[src/rtl/core/pcma_pkg.sv]
// Package with the sizes, types and field layout of the per-channel moving average core.
`default_nettype none

package pcma_pkg;

  localparam int unsigned CHANNELS = 10;
  localparam int unsigned WINDOW   = 16;

  localparam int unsigned CHAN_W   = 4;
  localparam int unsigned SAMPLE_W = 12;
  localparam int unsigned S_DATA_W = 16;
  localparam int unsigned M_DATA_W = 16;

  localparam int unsigned CH_AW    = (CHANNELS > 1) ? $clog2(CHANNELS) : 1;
  localparam int unsigned PTR_W    = $clog2(WINDOW);
  localparam int unsigned FILL_W   = $clog2(WINDOW + 1);
  localparam int unsigned SUM_W    = $clog2(WINDOW * 4095 + 1);
  localparam int unsigned RING_DEPTH = CHANNELS * WINDOW;
  localparam int unsigned RING_AW  = $clog2(RING_DEPTH);

  // The divider retires this many quotient bits per clock.
  localparam int unsigned DIV_STEP_BITS = 4;
  localparam int unsigned DIV_CYCLES    = (SUM_W + DIV_STEP_BITS - 1) / DIV_STEP_BITS;
  localparam int unsigned DIV_W         = DIV_CYCLES * DIV_STEP_BITS;
  localparam int unsigned DIV_CNT_W     = $clog2(DIV_CYCLES);
  localparam int unsigned REM_W         = FILL_W + 1;

  typedef struct packed {
    logic [PTR_W-1:0]  ptr;
    logic [SUM_W-1:0]  sum;
    logic [FILL_W-1:0] fill;
  } chan_st_t;

  localparam int unsigned CHAN_ST_W = $bits(chan_st_t);

endpackage

`default_nettype wire

[src/rtl/core/pcma_ram.sv]
// Generic single-clock RAM with one write port and one registered read port.
`default_nettype none

module pcma_ram #(
  parameter int unsigned Width = 8,
  parameter int unsigned Depth = 16,
  localparam int unsigned AddrW = (Depth > 1) ? $clog2(Depth) : 1
) (
  input  wire logic             clk_i,
  input  wire logic             we_i,
  input  wire logic [AddrW-1:0] waddr_i,
  input  wire logic [Width-1:0] wdata_i,
  input  wire logic [AddrW-1:0] raddr_i,
  output logic      [Width-1:0] rdata_o
);

  logic [Width-1:0] mem_q [Depth];

  always_ff @(posedge clk_i) begin
    if (we_i) begin
      mem_q[waddr_i] <= wdata_i;
    end
    rdata_o <= mem_q[raddr_i];
  end

endmodule

`default_nettype wire

[src/rtl/core/per_channel_moving_average_core.sv]
// Per-channel sliding-window moving average over converter samples.
// A filtered transaction passes through S_CHAN, S_RING, S_DIV and S_OUT after acceptance;
// a bypassed transaction goes straight to S_OUT, where the result and output valid are registered.
// A new transaction is taken only once the last has left S_OUT, which holds while the output is
// stalled; filtered transactions are further held by the two dependent memory reads and the
// iterative divider, which retires four quotient bits per cycle.
// Reset: clears control state and the per-channel valid bits; no clearing pass is needed.
`default_nettype none

module per_channel_moving_average_core
  import pcma_pkg::*;
(
  input  wire logic                clk_i,
  input  wire logic                rst_ni,
  input  wire logic                s_axis_tvalid_i,
  output logic                     s_axis_tready_o,
  input  wire logic [S_DATA_W-1:0] s_axis_tdata_i,  // [3:0] channel, [15:4] sample
  output logic                     m_axis_tvalid_o,
  input  wire logic                m_axis_tready_i,
  output logic      [M_DATA_W-1:0] m_axis_tdata_o   // [11:0] average, [15:12] zero
);

  typedef enum logic [2:0] {
    S_IDLE,
    S_CHAN,
    S_RING,
    S_DIV,
    S_OUT
  } state_e;

  state_e               state_q, state_d;
  logic                 m_valid_q, m_valid_d;
  logic [CHANNELS-1:0]  chan_vld_q, chan_vld_d;
  logic [DIV_CNT_W-1:0] cnt_q, cnt_d;

  logic [CHAN_W-1:0]    ch_q;
  logic [SAMPLE_W-1:0]  smp_q;
  logic                 byp_q;
  chan_st_t             ent_q;
  logic [RING_AW-1:0]   ring_addr_q;
  logic [DIV_W-1:0]     dq_q, dq_d;
  logic [REM_W-1:0]     rem_q, rem_d;
  logic [FILL_W-1:0]    dvs_q;
  logic [SAMPLE_W-1:0]  avg_q;

  logic                 s_acc;
  logic                 out_free;
  logic                 in_bypass;
  logic [CHAN_W-1:0]    in_ch;
  logic [SAMPLE_W-1:0]  in_smp;

  chan_st_t             chan_rdata;
  chan_st_t             chan_cur;
  chan_st_t             chan_wdata;
  logic                 chan_we;
  logic [SAMPLE_W-1:0]  ring_rdata;
  logic [SAMPLE_W-1:0]  old_smp;
  logic [SUM_W-1:0]     new_sum;
  logic [FILL_W-1:0]    fill_inc;
  logic [PTR_W-1:0]     ptr_inc;
  logic [RING_AW-1:0]   ring_addr;

  assign in_ch     = s_axis_tdata_i[CHAN_W-1:0];
  assign in_smp    = s_axis_tdata_i[CHAN_W +: SAMPLE_W];
  assign in_bypass = ({1'b0, in_ch} >= (CHAN_W + 1)'(CHANNELS));

  assign s_axis_tready_o = (state_q == S_IDLE);
  assign s_acc           = s_axis_tvalid_i & s_axis_tready_o;
  assign out_free        = ~m_valid_q | m_axis_tready_i;
  assign m_axis_tvalid_o = m_valid_q;
  assign m_axis_tdata_o  = M_DATA_W'(avg_q);

  // Per-channel pointer, sum and fill count; a channel never written is taken as all zero through its valid bit.
  pcma_ram #(
    .Width(CHAN_ST_W),
    .Depth(CHANNELS)
  ) u_chan_ram (
    .clk_i  (clk_i),
    .we_i   (chan_we),
    .waddr_i(ch_q[CH_AW-1:0]),
    .wdata_i(chan_wdata),
    .raddr_i(in_ch[CH_AW-1:0]),
    .rdata_o(chan_rdata)
  );

  pcma_ram #(
    .Width(SAMPLE_W),
    .Depth(RING_DEPTH)
  ) u_ring_ram (
    .clk_i  (clk_i),
    .we_i   (chan_we),
    .waddr_i(ring_addr_q),
    .wdata_i(smp_q),
    .raddr_i(ring_addr),
    .rdata_o(ring_rdata)
  );

  assign chan_cur  = chan_vld_q[ch_q[CH_AW-1:0]] ? chan_rdata : '0;
  assign ring_addr = RING_AW'(ch_q) * RING_AW'(WINDOW) + RING_AW'(chan_cur.ptr);

  // While the ring is filling, the slot under the pointer has never been written, so the
  // sample leaving the window counts as zero.
  assign old_smp  = (ent_q.fill == FILL_W'(WINDOW)) ? ring_rdata : '0;
  assign new_sum  = ent_q.sum - SUM_W'(old_smp) + SUM_W'(smp_q);
  assign fill_inc = (ent_q.fill == FILL_W'(WINDOW)) ? ent_q.fill : ent_q.fill + 1'b1;
  assign ptr_inc  = (ent_q.ptr == PTR_W'(WINDOW - 1)) ? '0 : ent_q.ptr + 1'b1;

  assign chan_we         = (state_q == S_RING);
  assign chan_wdata.ptr  = ptr_inc;
  assign chan_wdata.sum  = new_sum;
  assign chan_wdata.fill = fill_inc;

  // Restoring division, several quotient bits per cycle.
  always_comb begin
    logic [REM_W-1:0] r;
    logic [DIV_W-1:0] q;
    r = rem_q;
    q = dq_q;
    for (int i = 0; i < DIV_STEP_BITS; i++) begin
      r = {r[REM_W-2:0], q[DIV_W-1]};
      q = {q[DIV_W-2:0], 1'b0};
      if (r >= REM_W'(dvs_q)) begin
        r    = r - REM_W'(dvs_q);
        q[0] = 1'b1;
      end
    end
    rem_d = r;
    dq_d  = q;
  end

  always_comb begin
    state_d    = state_q;
    m_valid_d  = m_valid_q & ~m_axis_tready_i;
    chan_vld_d = chan_vld_q;
    cnt_d      = cnt_q;
    unique case (state_q)
      S_IDLE: begin
        if (s_acc) begin
          state_d = in_bypass ? S_OUT : S_CHAN;
        end
      end
      S_CHAN: begin
        state_d = S_RING;
      end
      S_RING: begin
        chan_vld_d[ch_q[CH_AW-1:0]] = 1'b1;
        cnt_d   = DIV_CNT_W'(DIV_CYCLES - 1);
        state_d = S_DIV;
      end
      S_DIV: begin
        cnt_d = cnt_q - 1'b1;
        if (cnt_q == '0) begin
          state_d = S_OUT;
        end
      end
      S_OUT: begin
        if (out_free) begin
          m_valid_d = 1'b1;
          state_d   = S_IDLE;
        end
      end
      default: state_d = S_IDLE;
    endcase
  end

  always_ff @(posedge clk_i or negedge rst_ni) begin
    if (!rst_ni) begin
      state_q    <= S_IDLE;
      m_valid_q  <= 1'b0;
      chan_vld_q <= '0;
      cnt_q      <= '0;
    end else begin
      state_q    <= state_d;
      m_valid_q  <= m_valid_d;
      chan_vld_q <= chan_vld_d;
      cnt_q      <= cnt_d;
    end
  end

  always_ff @(posedge clk_i) begin
    if (s_acc) begin
      ch_q  <= in_ch;
      smp_q <= in_smp;
      byp_q <= in_bypass;
    end
    if (state_q == S_CHAN) begin
      ent_q       <= chan_cur;
      ring_addr_q <= ring_addr;
    end
    if (state_q == S_RING) begin
      dq_q  <= DIV_W'(new_sum);
      rem_q <= '0;
      dvs_q <= fill_inc;
    end else if (state_q == S_DIV) begin
      dq_q  <= dq_d;
      rem_q <= rem_d;
    end
    if ((state_q == S_OUT) && out_free) begin
      avg_q <= byp_q ? smp_q : dq_q[SAMPLE_W-1:0];
    end
  end

  // Only one transaction is in the block at a time.
  assert property (@(posedge clk_i) disable iff (!rst_ni)
    s_acc |=> !s_axis_tready_o)
    else $error("input accepted while a transaction is still in progress");

  // During filling the pointer must track the fill count, or the zero old sample is wrong.
  assert property (@(posedge clk_i) disable iff (!rst_ni)
    chan_we && (chan_wdata.fill < FILL_W'(WINDOW)) |-> chan_wdata.ptr == PTR_W'(chan_wdata.fill))
    else $error("write pointer and fill count disagree while filling");

  assert property (@(posedge clk_i) disable iff (!rst_ni)
    chan_we |-> (chan_wdata.fill != '0) && (chan_wdata.fill <= FILL_W'(WINDOW)))
    else $error("fill count out of range");

  // A finished division leaves a remainder below the divisor.
  assert property (@(posedge clk_i) disable iff (!rst_ni)
    (state_q == S_OUT) && ($past(state_q) == S_DIV) |-> rem_q < REM_W'(dvs_q))
    else $error("divider remainder not reduced");

  // A result waiting on the output is never overwritten.
  assert property (@(posedge clk_i) disable iff (!rst_ni)
    m_valid_q && !m_axis_tready_i |=> m_valid_q && $stable(avg_q))
    else $error("pending result overwritten");

endmodule

`default_nettype wire

[config.mk]
export PLATFORM = sky130hd
export DESIGN_NAME = per_channel_moving_average_core
export DESIGN_NICKNAME = d
export VERILOG_FILES = /design/src/rtl/core/pcma_pkg.sv /design/src/rtl/core/pcma_ram.sv /design/src/rtl/core/per_channel_moving_average_core.sv
export SDC_FILE = /design/constraint.sdc
export NUM_CORES = 2
export LEC_CHECK = 0
export ABC_AREA = 0
export BUFFER_PORTS_ARGS = -buffer_cell sky130_fd_sc_hd__buf_2
export CORE_ASPECT_RATIO = 2
export CORE_MARGIN = 2
export CORE_UTILIZATION = 44
export CTS_CLUSTER_SIZE = 24
export DETAILED_ROUTE_END_ITERATION = 6
export PLACE_DENSITY = 0.63
export SKIP_CTS_REPAIR_TIMING = 1
export SYNTH_ARGS = -nofsm -noshare
export SYNTH_HDL_FRONTEND = slang
export SYNTH_HIERARCHICAL = 1
export SYNTH_SLANG_ARGS = --single-unit
[constraint.sdc]
create_clock -name clk_i -period 14.9 [get_ports clk_i]
set_input_delay 2.235 -clock clk_i [delete_from_list [all_inputs] [get_ports clk_i]]
set_output_delay 2.235 -clock clk_i [all_outputs]
set_load 0.01 [all_outputs]
== Word-level counts from Yosys, hierarchy flattened ==
Memories as Yosys holds them, arrays and structs flattened. A register that Yosys moved wholly into a read port is not among the register bits.
Cells that the tools add are included.

* Memory bits (writable): 2170
* Memories kept: 2
* Bits in registers: 104
* Output and inout port bits: 18
* Bits of input ports: 20
* Word-level logic and storage cells: 84

* Add/sub/neg operators: 10
* Equal/unequal tests: 9
* Magnitude comparators: 7
* Bitwise operators: 6
* Muxes and demuxes: 29
* Reduce and logical (&&, ||, !) cells: 6

{| class="wikitable"
|+ Memories
! name !! depth !! width !! read ports !! clocked after Yosys merged registers in !! wr ports !! RTL line !! RTL
|-
| u_ring_ram.mem_q || 160 || 12 || 1 || 1 || 1 || pcma_ram.sv:17 || <nowiki>logic [Width-1:0] mem_q [Depth];</nowiki>
|-
| u_chan_ram.mem_q || 10 || 25 || 1 || 1 || 1 || pcma_ram.sv:17 ||
|}

{| class="wikitable"
|+ Operators with widths
! operator !! count
|-
| two-way mux 16 bit || 2
|-
| two-way mux 25 bit || 1
|-
| two-way mux 5 bit || 5
|-
| >= comparator 6 x 5 -> 1 bit || 4
|-
| two-way mux 12 bit || 2
|-
| subtractor 5 bit || 4
|-
| adder 16 x 12 -> 16 bit || 1
|-
| subtractor 16 x 12 -> 16 bit || 1
|-
| one-hot mux 3 bit (5 select lines) || 1
|-
| two-way mux 3 bit || 4
|-
| two-way mux 1 bit || 10
|-
| bitwise OR 10 bit || 1
|-
| adder 8 x 4 -> 8 bit || 1
|-
| equality test 3 x 2 -> 1 bit (second input constant) || 2
|-
| adder 5 x 1 -> 5 bit (second input constant) || 1
|-
| equality test 5 bit (second input constant) || 1
|-
| less-than comparator 4 x 5 -> 1 bit (second input constant) || 1
|-
| adder 4 x 1 -> 4 bit (second input constant) || 1
|-
| binary-select mux 1 bit (select 4 bit) || 1
|-
| demux 1 bit (select 4 bit) || 1
|-
| equality test 4 bit (second input constant) || 1
|-
| >= comparator 4 x 1 -> 1 bit (second input constant) || 1
|-
| >= comparator 4 bit (second input constant) || 1
|-
| two-way mux 4 bit || 1
|-
| 14 further kinds || 18
|}

== Longest topological paths before layout ==
* Depth after elaboration: 10
* Gate-level depth with buffers: 31
* Depth with buffers taken out: 31

== By module ==
Netlist, hierarchy kept.

{| class="wikitable"
|+ Modules (own cells, without submodules)
! module !! times used !! cells each !! area each (um2) !! seq. area each (um2)
|-
| pcma_ram (u_ring_ram) || 1 || 3703 || 75289.7 || 57895.5
|-
| pcma_ram (u_chan_ram) || 1 || 550 || 10354.9 || 8007.7
|-
| per_channel_moving_average_core || 1 || 546 || 6169.7 || 2872.8
|}

== Least setup slack after synthesis ==
No wires, ideal clock.

* Path kind: register to register
* Start: register dvs_q[1]
* End: register rem_q[0]
* Clock period less this slack: 6.372 ns
* Path buffers: 0
* Data required time: 14.817 ns
* Arrival: 6.288 ns
* Cell stages (with the launch flop): 29
* Slack: 8.528 ns
* Setup time: 0.083 ns
* Cells stage by stage: edfxtp_1 -> inv_1 -> fa_1 -> a211o_1 -> o211ai_1 -> nand2_1 -> o21ai_0 -> inv_1 -> ha_1 -> a41o_2 -> o22a_2 -> or2_2 -> mux2_2 -> ha_1 -> nor2_1 -> a21oi_1 -> a41o_2 -> a21oi_1 -> and3_4 -> mux2i_1 -> ha_1 -> a21o_1 -> a21oi_1 -> nand2_1 -> a21oi_1 -> o211ai_1 -> mux2_4 -> mux2_4 -> o31ai_4

* Cells in the longest elaborated chain, start to end: 8
* Elaborated cells between the ends (all ways): 11
* Those cells by class: add/sub (3); order compare (4); mux (4)

{| class="wikitable"
|+ Ends and longest elaborated chain
! item !! RTL line !! RTL
|-
| start: declaration || per_channel_moving_average_core.sv:43 || <nowiki>logic [FILL_W-1:0] dvs_q;</nowiki>
|-
| start signal: assignment || per_channel_moving_average_core.sv:193 || <nowiki>dvs_q <= fill_inc;</nowiki>
|-
| subtractor 5 bit / >= comparator 6 x 5 -> 1 bit (equally long branches) || per_channel_moving_average_core.sv:123, per_channel_moving_average_core.sv:122 ||
|-
| two-way mux 5 bit || per_channel_moving_average_core.sv:122 || <nowiki>if (r >= REM_W'(dvs_q)) begin</nowiki>
|-
| subtractor 5 bit / >= comparator 6 x 5 -> 1 bit (equally long branches) || per_channel_moving_average_core.sv:123, per_channel_moving_average_core.sv:122 ||
|-
| two-way mux 5 bit || per_channel_moving_average_core.sv:122 ||
|-
| subtractor 5 bit / >= comparator 6 x 5 -> 1 bit (equally long branches) || per_channel_moving_average_core.sv:123, per_channel_moving_average_core.sv:122 ||
|-
| two-way mux 5 bit || per_channel_moving_average_core.sv:122 ||
|-
| >= comparator 6 x 5 -> 1 bit (*) || per_channel_moving_average_core.sv:122 ||
|-
| two-way mux 5 bit (*) || per_channel_moving_average_core.sv:122 ||
|-
| end signal: assignment || per_channel_moving_average_core.sv:196 || <nowiki>rem_q <= rem_d;</nowiki>
|-
| end: declaration || per_channel_moving_average_core.sv:42 || <nowiki>logic [REM_W-1:0] rem_q, rem_d;</nowiki>
|}

Mark *: on every way between the ends. The rest lies on a longest branch, timed or not.
A chain may end at the register's enable or synchronous reset.

== Worst setup path in the final report ==
Ends and elaborated chain as after synthesis.

==> impl_results.md <==
- Max Slew Vio Count: 0
- Crit path max fanout: 6
- Mapped Area: 0.0918 sq mm
- Total track usage: 23.0%
- Pwr Density: 168 mW/mm^2
- Die Span Y: 650 um
- Yosys top cell by area: edfxtp_1
- Largest net degree at the start of global routing: 162
- Worst Clk Skew: 0.0704 ns
- Post-synthesis sequential element count: 2307
- Row count: 237
- Minimum clock period: 7.92 ns
- Critical path's largest stage delay: 0.65 ns
- Gate Count Post-Synth: 4799
- # DRC: 0
- Slowest CP cell: o21ai_0
- Unrepaired setup endpoints after global routing: no
- H-tree depth: 4
- First-pass GRT wire length: 348000 um
- Post-Route WL: 247000 um
- Reg2Reg Depth: 28
- Number of buffers created by CTS: 196
- Post-DP HPWL: 161000 um
- GRT met1 Usage: 24.0%
- Global route hottest layer: met2
- Die area: 0.213 sq mm
- Vias in the first global route: 47646
- CTS root buf: clkbuf_16
- Most common cell after layout, fill and taps aside: edfxtp_1
- Most frequent cells in the layout: edfxtp_1, mux2i_1, mux4_2
- Crit path launch type: flop
- Logic gate share of total power: 25.2%
- Layout Nets: 5079
- Initial DRC count: 4335
- Total negative slack: 0 ns
- First-pass iteration count of the detailed router: 5
- Sequential Power Share: 44.9%
- Outcome: finished, final reports clean
- Max-Cap Viols: 0
- Post-synth EDFFs: 2249
- Slew headroom: 3.86%
- P_leak: 31.9 nW
- Met2 layer usage reported by global route: 42.3%
- Setup violators final: 0
- Hold Vio Cnt, Final: 0
- Average size of a mapped cell: 19.1 sq um
- Psw: 5.14 mW
- Core area: 0.208 sq mm
- I/O pin total: 38
- Initial antenna violation count: 4
- DR vias/cell: 5.90
- Worst-Skew Late Latency: 0.87 ns
- Routed Antenna Nets: 0
- Clock Path Buffers: 4
- Worst EP required: 15.67 ns
- Actual slew at the worst max-slew pin: 1.42 ns
- Final Wtd Congestion: 0.923
- CTS tree: built
- FILL cells: 16804
- HP Class: flop to flop
- Vias: 46606
- Max Freq: 126 MHz
- CP Data Arrival Time: 8.69 ns
- Period utilization: 53.2%
- Footprint of the multi-input gates: 0.0212 sq mm
- Cell variety after synth: 82
- Synth Flop Type: edfxtp_1
- Top cells by area, synth: edfxtp_1, mux4_2, mux2i_1, mux2_2, a22oi_1
- Area Overhead vs Synth: 11.1%
- Routed WL per cell: 31.2 um
- Met3 Use GR: 2.73%
- Reg area: 0.0688 sq mm
- Clock network fraction of design power: 29.9%
- WHS Path Cells: 1
- I/O Buffers: 33
- Die Width: 327 um
- Yosys warnings: 6
- Clk pin slew, worst setup/hold paths: 0.07 ns
- Clock Sinks: 2307
- Crit. End Element: flop
- Synth async-reset ratio: 0.694%
- Worst vdd ir: 0.202 mV
- Layout cells sized above 1: 20.3%
- Initial Util: 44.2%
- Critical Path Most Common Cell: a21oi_1
- Core Util, Final: 49.1%
- Crit Path Class: flop to flop
- Pint: 12.0 mW
- Sw Ratio: 29.9%
- Post-synth top area share: 73.6%
- Post-synthesis sequential area ratio: 74.9%
- Global route total overflow: 0
-- cell type report --
class | instances | share of cell area, %
antenna | 3 | 0.00736
clock buffer | 236 | 5.11
clock inverter | 113 | 1.05
inverter | 83 | 0.307
multi-input combinational | 2154 | 20.8
sequential | 2307 | 67.4
tap | 2748 | 3.37
timing repair buffer | 261 | 1.92
-- path summary, 6_finish.rpt --
kind,from,endpoint,slack (ns)
worst max-delay path,dvs_q[1]$_DFFE_PP_,rem_q[0]$_SDFFE_PP0P_,6.98
min in group asynchronous,rst_ni,chan_vld_q[5]$_DFFE_PN0P_,1.31
max in group asynchronous,rst_ni,cnt_q[1]$_DFFE_PN0P_,13.31
worst max register to register,dvs_q[1]$_DFFE_PP_,rem_q[0]$_SDFFE_PP0P_,6.98
worst min-delay path,chan_vld_q[0]$_DFFE_PN0P_,chan_vld_q[0]$_DFFE_PN0P_,0.46
worst min register to register,chan_vld_q[0]$_DFFE_PN0P_,chan_vld_q[0]$_DFFE_PN0P_,0.46
-- kinds of logic after synthesis --
group                    Yosys count  share of synthesized area [%]
adder cells (fa/ha/maj)           56                          0.894
flip-flops                      2307                           74.9
other                              1                        0.00408
AO/OA/AOI/OAI                    589                           4.74
multiplexers                     898                           14.1
XOR/XNOR                          29                          0.277
AND/OR/NAND/NOR                  578                           2.89
buffers and inverters            341                           2.24
-- cells in the mapped netlist (all sizes together), types with 5 or more instances --
library cell and number:
a211oi 13, a21o 7, a21oi 128, a221oi 20, a22o 25, a22oi 148, a311o 10, a31oi 22
a32oi 7, a41o 5, and2 49, buf 152, clkbuf 106, dfrtp 16, dfxtp 42, edfxtp 2249
fa 16, ha 40, inv 80, mux2 104, mux2i 493, mux4 301, nand2 135, nand2b 15
nand3 43, nand4 19, nor2 222, nor2b 24, nor3 34, nor4 12, o21ai 23, o221ai 49
o22a 22, o22ai 48, o31ai 31, o41ai 9, or3 9, xnor2 22, xor2 7
-- power groups by stage --
stage / logic [mW] / clock network, mW / registers, mW
after floorplan: 2.92 / 0 / 7.86
after global placement: 4.34 / 0 / 7.84
after detailed placement: 4.35 / 0 / 7.85
after CTS: 4.36 / 5.21 / 7.71
after global routing: 4.62 / 5.43 / 7.72
final: 4.33 / 5.13 / 7.71
-- metal layers --
metal  vias to the layer above  routed length (um)
met1                     24517               80800
met2                      1667              133000
met5                         -                  27
li1                      19828                   -
met3                       590               11700
met4                         4               20900
-- registers in the layout, indices dropped and copies added (netlist names), 10 cells and up --
name	flops
u_chan_ram/rdata_o	25
smp_q	12
u_chan_ram/mem_q	250
dq_q	16
u_ring_ram/rdata_o	12
u_ring_ram/mem_q	1920
chan_vld_q	10
avg_q	12
ent_q	24
-- stage by stage --
| step | worst slack, ns | power [mW] | instances | hold WS (ns) | area [sq um] |
|---|---|---|---|---|---|
| 4_1_cts | 6.92 | 17.3 | 7902 | 0.459 | 102000 |
| 5_1_grt | 6.57 | 17.8 | 7903 | 0.482 | 102000 |
| 3_5_place_dp | 6.97 | 12.2 | 7553 | 0.444 | 95700 |
| 3_3_place_gp | 6.86 | 12.2 | 7553 | 0.434 | 95700 |
| 6_report | 6.98 | 17.2 | 7905 | 0.458 | 102000 |
| 2_1_floorplan | 8.53 | 10.8 | 4802 | 0.423 | 91800 |
-- worst max-delay path: cells and delay by family (launching register included) --
| family | cells | cell delay [ns] |
|---|---|---|
| simple gates | 5 | 0.94 |
| flops | 1 | 0.44 |
| compound gates | 14 | 3.55 |
| fa+ha+maj | 4 | 1.49 |
| mux | 3 | 1.06 |
| buf+inv | 2 | 0.34 |
No activity file was read; power rests on OpenSTA's default activity.
